$ cat config.mk
export PLATFORM = sky130hd
export DESIGN_NAME = skt_ctrl
export DESIGN_NICKNAME = d
export VERILOG_FILES = /design/src/rtl/core/skt_pkg.sv /design/src/rtl/core/skt_ctrl.sv
export SDC_FILE = /design/constraint.sdc
export NUM_CORES = 1
export LEC_CHECK = 0
export BUFFER_PORTS_ARGS = -buffer_cell sky130_fd_sc_hd__buf_4
export CORE_AREA = 2 2 39 41
export CTS_CLUSTER_SIZE = 28
export DETAILED_ROUTE_END_ITERATION = 8
export DIE_AREA = 0 0 41 43
export SKIP_CTS_REPAIR_TIMING = 1
export SLEW_MARGIN = 0
export SYNTH_ARGS = -nofsm -noshare
export SYNTH_HDL_FRONTEND = slang
export SYNTH_SLANG_ARGS = --single-unit
$ cat constraint.sdc
create_clock -name aclk -period 3.2 [get_ports aclk]
set_clock_uncertainty 0.1 [all_clocks]
set_input_delay 0 -clock aclk [delete_from_list [all_inputs] [get_ports aclk]]
set_output_delay 0 -clock aclk [all_outputs]
set_load 0.02 [all_outputs]
$ cat src/rtl/core/skt_pkg.sv
package skt_pkg;

    localparam int CAPACITY = 256;
    localparam int IDX_W    = $clog2(CAPACITY);
    localparam int CNT_W    = $clog2(CAPACITY + 1);
    localparam int KEY_W    = 32;
    localparam int PAY_W    = 32;
    localparam int ENTRY_W  = 9;

    localparam int S_TDATA_W = 64;
    localparam int S_TUSER_W = 2;
    localparam int M_TDATA_W = 48;
    localparam int M_TUSER_W = 3;

    typedef enum logic [1:0] {
        CMD_INSERT = 2'd0,
        CMD_LOOKUP = 2'd1,
        CMD_REMOVE = 2'd2,
        CMD_CLEAR  = 2'd3
    } cmd_t;

    typedef enum logic [1:0] {
        STAT_OK     = 2'd0,
        STAT_DUP    = 2'd1,
        STAT_ABSENT = 2'd2,
        STAT_FULL   = 2'd3
    } status_t;

    typedef struct packed {
        logic load;
        logic rd_mid;
        logic cmp_step;
        logic rd_pos;
        logic check;
        logic shift_up_step;
        logic shift_down_step;
        logic write_new;
        logic finish;
    } dp_cmd_t;

    typedef struct packed {
        logic search_more;
        logic is_clear;
        logic is_insert;
        logic is_remove;
        logic hit;
        logic full;
        logic up_more;
        logic down_more;
        logic pend;
        logic out_busy;
    } dp_stat_t;

endpackage

$ cat src/rtl/core/skt_ctrl.sv
module skt_ctrl (
    input  logic               aclk,
    input  logic               aresetn,
    input  logic               s_tvalid,
    output logic               s_tready,
    input  skt_pkg::dp_stat_t  stat,
    output skt_pkg::dp_cmd_t   cmd
);
    import skt_pkg::*;

    typedef enum logic [3:0] {
        S_IDLE,
        S_SEARCH_RD,
        S_SEARCH_CMP,
        S_CHECK,
        S_DECIDE,
        S_SHIFT_UP,
        S_WRITE_NEW,
        S_SHIFT_DOWN,
        S_FINISH
    } state_t;

    state_t state_reg, state_next;
    logic   ready_reg, ready_next;

    assign s_tready = ready_reg;

    always_comb begin
        state_next = state_reg;
        cmd        = '0;
        case (state_reg)
            S_IDLE: begin
                if (s_tvalid && ready_reg) begin
                    cmd.load   = 1'b1;
                    state_next = S_SEARCH_RD;
                end
            end
            S_SEARCH_RD: begin
                if (stat.is_clear) begin
                    state_next = S_FINISH;
                end else if (stat.search_more) begin
                    cmd.rd_mid = 1'b1;
                    state_next = S_SEARCH_CMP;
                end else begin
                    cmd.rd_pos = 1'b1;
                    state_next = S_CHECK;
                end
            end
            S_SEARCH_CMP: begin
                cmd.cmp_step = 1'b1;
                state_next   = S_SEARCH_RD;
            end
            S_CHECK: begin
                cmd.check  = 1'b1;
                state_next = S_DECIDE;
            end
            S_DECIDE: begin
                if (stat.is_insert && !stat.hit && !stat.full) begin
                    state_next = S_SHIFT_UP;
                end else if (stat.is_remove && stat.hit) begin
                    state_next = S_SHIFT_DOWN;
                end else begin
                    state_next = S_FINISH;
                end
            end
            S_SHIFT_UP: begin
                cmd.shift_up_step = 1'b1;
                if (!stat.up_more && !stat.pend) begin
                    state_next = S_WRITE_NEW;
                end
            end
            S_WRITE_NEW: begin
                cmd.write_new = 1'b1;
                state_next    = S_FINISH;
            end
            S_SHIFT_DOWN: begin
                cmd.shift_down_step = 1'b1;
                if (!stat.down_more && !stat.pend) begin
                    state_next = S_FINISH;
                end
            end
            S_FINISH: begin
                if (!stat.out_busy) begin
                    cmd.finish = 1'b1;
                    state_next = S_IDLE;
                end
            end
            default: begin
                state_next = S_IDLE;
            end
        endcase
        ready_next = (state_next == S_IDLE);
    end

    always_ff @(posedge aclk) begin
        if (!aresetn) begin
            state_reg <= S_IDLE;
            ready_reg <= 1'b0;
        end else begin
            state_reg <= state_next;
            ready_reg <= ready_next;
        end
    end

endmodule

* Word level (Yosys, flattened, before mapping)
Index checks and enable logic that the tools add are counted.
Storage, ports and cells: output and inout bits 10, flip-flop bits (word level) 5, input port bits 13, logic and storage cells 47
Cells by class: muxes and demuxes 24, eq/ne operators 8, reduce and logical (&&, ||, !) cells 13
Operators with widths (number):
- $pmux 4 s9 | 1
- $mux 4 | 7
- $eq 4x3->1 const B | 4
- $mux 1 | 16
- $eq 4x2->1 const B | 2
- $logic_not 4->1 | 2
- $logic_and 1x1->1 | 6
- $logic_not 1->1 | 5
- $eq 4x1->1 const B | 1
- $eq 4x4->1 const B | 1

* Logic depth before layout (Yosys ltp)
Gate-level depths: netlist of run 1.
depth in word-level cells 6, mapped depth 6, mapped depth without buffers 5

* Worst setup path before layout of run 1
OpenSTA, ideal clock, no wires.
path kind register to register, start reg state_reg[2], end reg ready_reg, in the netlist s_tready, path buffers 0, arrival 1.369 ns, period minus slack after synthesis 1.593 ns, path slack 1.607 ns, required time 2.977 ns, setup time 0.123 ns, cell stages (with the launch flop) 6, cell sequence dfxtp_1 > or2_4 > nor4_2 > nor4_1 > nand2_1 > nor3_2
On the way: word-level cells in the longest chain between the ends 3, elaborated cells between the ends (all ways) 15, those cells by class eq/ne (8); mux (5); reduce/logical (2)
RTL lines:
- from (decl) | RTL line skt_ctrl.sv:23 | state_t state_reg, state_next;
- from (signal assigned) | RTL line skt_ctrl.sv:100 | state_reg <= state_next;
- $eq 4x4->1 (tied with other cells) | RTL line skt_ctrl.sv:31 | case (state_reg)
- $pmux 4 s9 (*) | RTL line skt_ctrl.sv:31
- $logic_not 4->1 (*) | RTL line skt_ctrl.sv:92 | ready_next = (state_next == S_IDLE);
- to (signal assigned) | RTL line skt_ctrl.sv:101 | ready_reg <= ready_next;
- to (decl) | RTL line skt_ctrl.sv:24 | logic ready_reg, ready_next;
Mark *: on every way between the ends. The rest lies on a longest branch, timed or not. A chain may end at the register's enable or synchronous reset.

* Final worst setup path of run 1
start reg state_reg[1], end reg ready_reg, in the netlist s_tready
Same word-level chain as after synthesis.

==> out/qor.json, run 1 <==
{
  "outcome": {
    "run_status": "complete, no violations"
  },
  "detailed_routing": {
    "highest-signal-layer": "met3",
    "drc_errors": 0,
    "met1_length_um": 480,
    "vias": 468,
    "dr_wl_met3_um": 78,
    "drt_pass1_iterations": 2,
    "initial_detailed_routing_violation_count": 6,
    "drt_wl_total_um": 1100,
    "wl_met2_um": 535,
    "final_antenna_net_count": 0,
    "drt-wirelength-per-cell_um": 11.4,
    "route.detailed.vias_per_inst": 4.88
  },
  "sta": {
    "max_slew.worst_pin.slew_ps": 441,
    "finalSetupTns_ps": 0,
    "setup_violations": 0,
    "timing.final.hold_violations": 0,
    "max_slew_margin_pct": 70.4,
    "final-max-slew-violation-count": 0,
    "maximum_clock_frequency_mhz": 596,
    "grt_setup_unrepaired": "no",
    "post-route-min-period_ps": 1680,
    "final_worst_path_period_share_pct": 52.4
  },
  "job": {
    "drv_cap": 0
  },
  "cells_and_area": {
    "syn2layout_area_growth_pct": 45.6,
    "most_common_cell_after_layout_fill_and_taps_aside": "sky130_fd_sc_hd__buf_4",
    "fin_nets": 94,
    "num_antenna_cells": 0,
    "drive_gt1_share_pct": 43.8,
    "most_frequent_cells_in_the_layout": "22 x sky130_fd_sc_hd__buf_4, 9 x sky130_fd_sc_hd__nor2_1, 5 x sky130_fd_sc_hd__nand2_1, 5 x sky130_fd_sc_hd__dfxtp_1",
    "largest_register_ff_count": 4
  },
  "synth": {
    "synth-warning-count": 0,
    "netlist_area_um2": 437,
    "syn-instance-count": 55,
    "seq_area_frac_synth_pct": 22.9,
    "per_instance_average_area_after_synthesis_um2": 7.94,
    "number_of_enable_flip_flop_cells_after_synthesis": 0,
    "yosys.cell_types.count": 26,
    "synth.ff_latch_count": 5,
    "syn-num-nets": 68,
    "ys_dominant_reg_cell": "sky130_fd_sc_hd__dfxtp_1",
    "synth_async_sr_flop_share_pct": 0
  },
  "place": {
    "port_buffers": 22,
    "gp_congestion": 0.684,
    "post-dp-hpwl_um": 888
  },
  "power": {
    "power.total_uw": 200,
    "power_frac_comb_pct": 28.3,
    "seq_power_share_pct": 36.7,
    "irDropWorstVdd_uv": 217,
    "internal_power_uw": 143,
    "p_leak_uw": 0.000267,
    "p_sw_share_pct": 28.6,
    "pwr_density_cell_mw_per_mm2": 314,
    "net-switching-power_uw": 57.2,
    "clock_power_share_pct": 35.1
  },
  "worst_setup_path": {
    "endpoint_kind": "register",
    "crit_arrival_ps": 1740,
    "crit_type": "reg2reg",
    "timing.critical_path.from_type": "register",
    "path_max_fanout": 11,
    "timing.critical_path.required_ps": 3260
  },
  "floorplan": {
    "initial_utilization_pct": 31.6,
    "dieWidth_um": 41,
    "core_region_area_mm2": 0.00138,
    "core.rowCount": 14,
    "pin_count": 23,
    "die_area_mm2": 0.00176,
    "die_h_um": 43
  },
  "cts": {
    "worst_setup_hold_path_clk_slew_ps": 40,
    "cts_num_sinks": 5,
    "clock_tree.root_cell": "sky130_fd_sc_hd__clkbuf_4",
    "clock_path_buffers": 2,
    "tritoncts_clock_tree": "built",
    "htree_num_levels": 1,
    "number_of_buffers_created_by_cts": 3,
    "clkLatencyLatePin_ps": 230
  },
  "grt": {
    "largest_net_degree_at_the_start_of_global_routing": 12,
    "grt_first_pass_wirelength_um": 1750,
    "first_global_vias": 433,
    "track_usage_pct": 14.8,
    "antenna_violations_before_repair": 0,
    "grt_overflow_total": 0
  },
  "hold_path": {
    "min-delay-path-class": "in2reg"
  }
}
[layout make-up]
class | instances | area [um^2]
timing repair buffer | 23 | 175
clock buffer | 4 | 26.3
tap | 16 | 20.0
fill | 154 | 748
sequential | 5 | 100
multi-input combinational | 46 | 307
inverter | 2 | 7.51
[synthesized netlist by cell type (2+ instances only)]
master / instances / area [um^2]
sky130_fd_sc_hd__dfxtp_1: 5 / 100
sky130_fd_sc_hd__nor4_2: 3 / 37.5
sky130_fd_sc_hd__nand2b_2: 2 / 17.5
sky130_fd_sc_hd__buf_6: 2 / 22.5
sky130_fd_sc_hd__nand2_1: 5 / 18.8
sky130_fd_sc_hd__nor3_2: 2 / 20.0
sky130_fd_sc_hd__nor2_1: 9 / 33.8
sky130_fd_sc_hd__nor3_1: 3 / 15.0
sky130_fd_sc_hd__and2_1: 3 / 18.8
sky130_fd_sc_hd__inv_1: 2 / 7.51
sky130_fd_sc_hd__nand3_1: 2 / 10.0
sky130_fd_sc_hd__a21oi_1: 3 / 15.0
[per-layer routing]
| layer | vias up | track usage [%] |
|---|---|---|
| met5 | - | 0 |
| met1 | 208 | 18.8 |
| li1 | 246 | - |
| met4 | 0 | 8.00 |
| met3 | 0 | 3.14 |
| met2 | 14 | 22.2 |
[power groups by stage]
| stage | clock [uW] | combinational (uW) | sequential, uW |
|---|---|---|---|
| global route | 79.2 | 61.7 | 74.2 |
| floorplan | 0 | 34.5 | 73.2 |
| finish | 70.1 | 56.4 | 73.3 |
| detailed placement | 0 | 55.8 | 74.1 |
| CTS | 74.7 | 56.1 | 73.0 |
| global placement | 0 | 55.9 | 74.1 |
[final timing paths]
check / slack (ps) / startpoint / end / depth (start not counted)
setup / recovery: 1520 / state_reg[1]$_SDFF_PN0_ / s_tready$_SDFF_PN0_ / 5
hold / removal: 80 / stat[0] / s_tready$_SDFF_PN0_ / 4
setup reg to reg: 1520 / state_reg[1]$_SDFF_PN0_ / s_tready$_SDFF_PN0_ / 5
hold reg to reg: 600 / state_reg[3]$_SDFF_PN0_ / state_reg[2]$_SDFF_PN0_ / 3
[logic make-up (layout without fill, tap and decap cells)]
family          Yosys count  count (layout)  synth area share [%]
compound gates            9               9                  17.5
buf+inv                   4              29                  6.88
simple gates             37              37                  52.7
flops                     5               5                  22.9
[worst max-delay path, stage by stage, from the launching register on]
cell and delay [ps]:
sky130_fd_sc_hd__dfxtp_1 530, sky130_fd_sc_hd__nand2b_2 270, sky130_fd_sc_hd__nor4_2 70, sky130_fd_sc_hd__nor4_1 400
sky130_fd_sc_hd__nand2_1 120, sky130_fd_sc_hd__nor3_2 110
[stage by stage]
stage          worst slack (ps)  area [um^2]  utilization, %  hold WS, ps  std cells
2_1_floorplan              1610          437               -        -43.7         55
3_3_place_gp               1590          599            43.3          127         91
3_5_place_dp               1550          599            43.3          128         91
4_1_cts                    1540          626            45.2         -119         95
5_1_grt                    1370          636            45.9         92.9         96
6_report                   1520          636            45.9         82.0         96
(Power assumes the default switching activity.)
==> inputs of run 2 (changes only) <==
Clock period 3.2 ns to 1.59 ns, I/O delays scaled along.
==> run 2 against run 1 <==
Effect of this change:
- critical path depth shrank 1
- final cell count up 10%
- flip-flop and latch count stayed put
- clock-buffer cell count is the same
- global-route usage is 0.62 points lower
- non-clock buffer count increased by 10
- register-to-register slack got worse by 1400 ps
- sequential share of layout area shrank 2.0 points
- worst hold slack got worse by 33 ps
- setup slack got worse by 1400 ps
- critical path type is now reg2out
==> out/qor.json, run 2 (synthesis gave the netlist of run 1 again) <==
{
  "outcome": {
    "run_status": "complete, no violations"
  },
  "sta": {
    "max_slew.worst_pin.slew": {"value": 331, "unit": "ps", "change": "-110 ps"},
    "max_slew_margin": {"value": 77.6, "unit": "%", "change": "+7.2 points"},
    "finalSetupTns": {"value": 0, "unit": "ps", "change": "unchanged"},
    "final_worst_path_period_share_pct": 92.9,
    "post-route-min-period_ps": 1480,
    "timing.final.hold_violations": {"value": 0, "change": "unchanged"},
    "maximum_clock_frequency_mhz": 677,
    "final-max-slew-violation-count": {"value": 0, "change": "unchanged"},
    "setup_violations": {"value": 0, "change": "unchanged"}
  },
  "cells_and_area": {
    "syn2layout_area_growth_pct": 69.1,
    "most_common_cell_after_layout_fill_and_taps_aside": "sky130_fd_sc_hd__buf_4",
    "most_frequent_cells_in_the_layout": "31 x sky130_fd_sc_hd__buf_4, 9 x sky130_fd_sc_hd__nor2_1, 4 x sky130_fd_sc_hd__nand2_1, 4 x sky130_fd_sc_hd__dfxtp_1",
    "fin_nets": {"value": 104, "change": "+11%"},
    "drive_gt1_share": {"value": 53.3, "unit": "%", "change": "+9.6 points"},
    "largest_register_ff_count": {"value": 4, "change": "unchanged"},
    "finish.cell_count_without_fillers": {"value": 106, "change": "+10%"},
    "num_antenna_cells": {"value": 0, "change": "unchanged"},
    "postLayoutCellArea": {"value": 738, "unit": "um^2", "change": "+16%"}
  },
  "cts": {
    "tritoncts_clock_tree": "built",
    "clock_tree.root_cell": "sky130_fd_sc_hd__clkbuf_4",
    "clock_path_buffers": {"value": 2, "change": "unchanged"},
    "cts_num_sinks": {"value": 5, "change": "unchanged"},
    "worst_setup_hold_path_clk_slew": {"value": 40, "unit": "ps", "change": "about the same"},
    "number_of_buffers_created_by_cts": {"value": 3, "change": "unchanged"},
    "clkLatencyLatePin": {"value": 240, "unit": "ps", "change": "about the same"},
    "htree_num_levels": {"value": 1, "change": "unchanged"}
  },
  "detailed_routing": {
    "drc_errors": {"value": 0, "change": "unchanged"},
    "initial_detailed_routing_violation_count": {"value": 6, "change": "unchanged"},
    "final_antenna_net_count": {"value": 0, "change": "unchanged"},
    "drt_wl_total": {"value": 1160, "unit": "um", "change": "+6.2%"},
    "drt-wirelength-per-cell": {"value": 11.0, "unit": "um", "change": "-3.8%"},
    "vias": {"value": 502, "change": "+7.3%"},
    "drt_pass1_iterations": {"value": 3, "change": "+1"},
    "route.detailed.vias_per_inst": {"value": 4.74, "change": "-2.9%"}
  },
  "grt": {
    "track_usage": {"value": 14.2, "unit": "%", "change": "-0.62 points"},
    "antenna_violations_before_repair": {"value": 0, "change": "unchanged"},
    "global_routing_met3_resource_utilization": {"value": 1.57, "unit": "%", "change": "-1.6 points"},
    "grt_overflow_total": {"value": 0, "change": "unchanged"},
    "grt.met2_usage": {"value": 22.8, "unit": "%", "change": "+0.63 points"},
    "grt_use_met1": {"value": 18.1, "unit": "%", "change": "-0.71 points"},
    "first_global_vias": {"value": 434, "change": "+0.23%"},
    "grt_first_pass_wirelength": {"value": 1730, "unit": "um", "change": "-1.2%"},
    "grt_most_used_layer": "met2",
    "largest_net_degree_at_the_start_of_global_routing": {"value": 10, "change": "-2"}
  },
  "place": {
    "post-dp-hpwl": {"value": 937, "unit": "um", "change": "+5.5%"},
    "port_buffers": {"value": 22, "change": "unchanged"},
    "gp_congestion": {"value": 0.840, "change": "+23%"},
    "placement.cell_area": {"value": 653, "unit": "um^2", "change": "+9.0%"},
    "dp.cells": {"value": 97, "change": "+6.6%"}
  },
  "floorplan": {
    "core_region_area": {"value": 0.00138, "unit": "mm^2", "change": "unchanged"},
    "pin_count": {"value": 23, "change": "unchanged"},
    "die_area": {"value": 0.00176, "unit": "mm^2", "change": "unchanged"},
    "core.rowCount": {"value": 14, "change": "unchanged"},
    "die_h": {"value": 43, "unit": "um", "change": "unchanged"},
    "dieWidth": {"value": 41, "unit": "um", "change": "unchanged"},
    "initial_utilization": {"value": 31.6, "unit": "%", "change": "unchanged"}
  },
  "job": {
    "drv_cap": {"value": 0, "change": "unchanged"}
  },
  "worst_setup_path": {
    "crit_arrival": {"value": 1380, "unit": "ps", "change": "-360 ps"},
    "timing.critical_path.required": {"value": 1490, "unit": "ps", "change": "-1770 ps"},
    "endpoint_kind": "output pin",
    "path_max_fanout": {"value": 5, "change": "-6"},
    "timing.critical_path.from_type": "register",
    "crit_type": "reg2out"
  },
  "power": {
    "irDropWorstVdd": {"value": 389, "unit": "uV", "change": "+79%"},
    "p_leak": {"value": 0.000324, "unit": "uW", "change": "+21%"},
    "pwr_density_cell": {"value": 574, "unit": "mW/mm^2", "change": "+83%"}
  },
  "hold_path": {
    "min-delay-path-class": "in2reg"
  }
}
-- run 2: metal layers --
layer / part of all wire [%] / wire [um] / vias to the layer above
li1: - / - / 265
met1: 44 / 509 / 220
met2: 49 / 572 / 15
met3: 5.4 / 63 / 2
met4: 1.5 / 17 / 0
met5: 0 / 0 / -
-- run 2: worst max-delay path, cell delays in order, from the launching register on --
cell	delay (ps)
sky130_fd_sc_hd__dfxtp_1	350
sky130_fd_sc_hd__or2_4	280
sky130_fd_sc_hd__nor3_2	210
sky130_fd_sc_hd__and2_1	160
sky130_fd_sc_hd__buf_4	130
-- run 2: power breakdown --
group / switching, uW / internal [uW] / total [uW]
clock: 49.6 / 94.7 / 144
sequential: 10.8 / 136 / 146
combinational: 63.4 / 69.9 / 133
-- run 2: final timing paths --
kind	startpoint	endpoint	slack, ps	cells after the start
worst max-delay path	state_reg[2]$_SDFF_PN0_	cmd[7]	110	4
worst min-delay path	stat[0]	s_tready$_SDFF_PN0_	50	4
worst max register to register	state_reg[1]$_SDFF_PN0_	s_tready$_SDFF_PN0_	120	7
worst min register to register	state_reg[0]$_SDFF_PN0_	state_reg[2]$_SDFF_PN0_	610	2
-- run 2: through the flow --
step / total power [uW] / hold slack, ps / util (%) / setup WS, ps
6_report: 424 / 48.8 / 53.3 / 113
4_1_cts: 420 / -121 / 49.1 / 35.0
3_5_place_dp: 273 / 127 / 47.2 / 97.6
2_1_floorplan: 221 / -43.7 / - / 51.1
5_1_grt: 455 / 87.9 / 53.3 / -9.25
3_3_place_gp: 271 / 122 / 47.2 / 63.3
-- run 2: final cells by class --
class	count	area, um^2
Clock buffer	4	26.3
Fill cell	139	646
Inverter	2	7.51
Multi-Input combinational cell	46	329
Sequential cell	5	101
Tap cell	16	20.0
Timing Repair Buffer	33	254
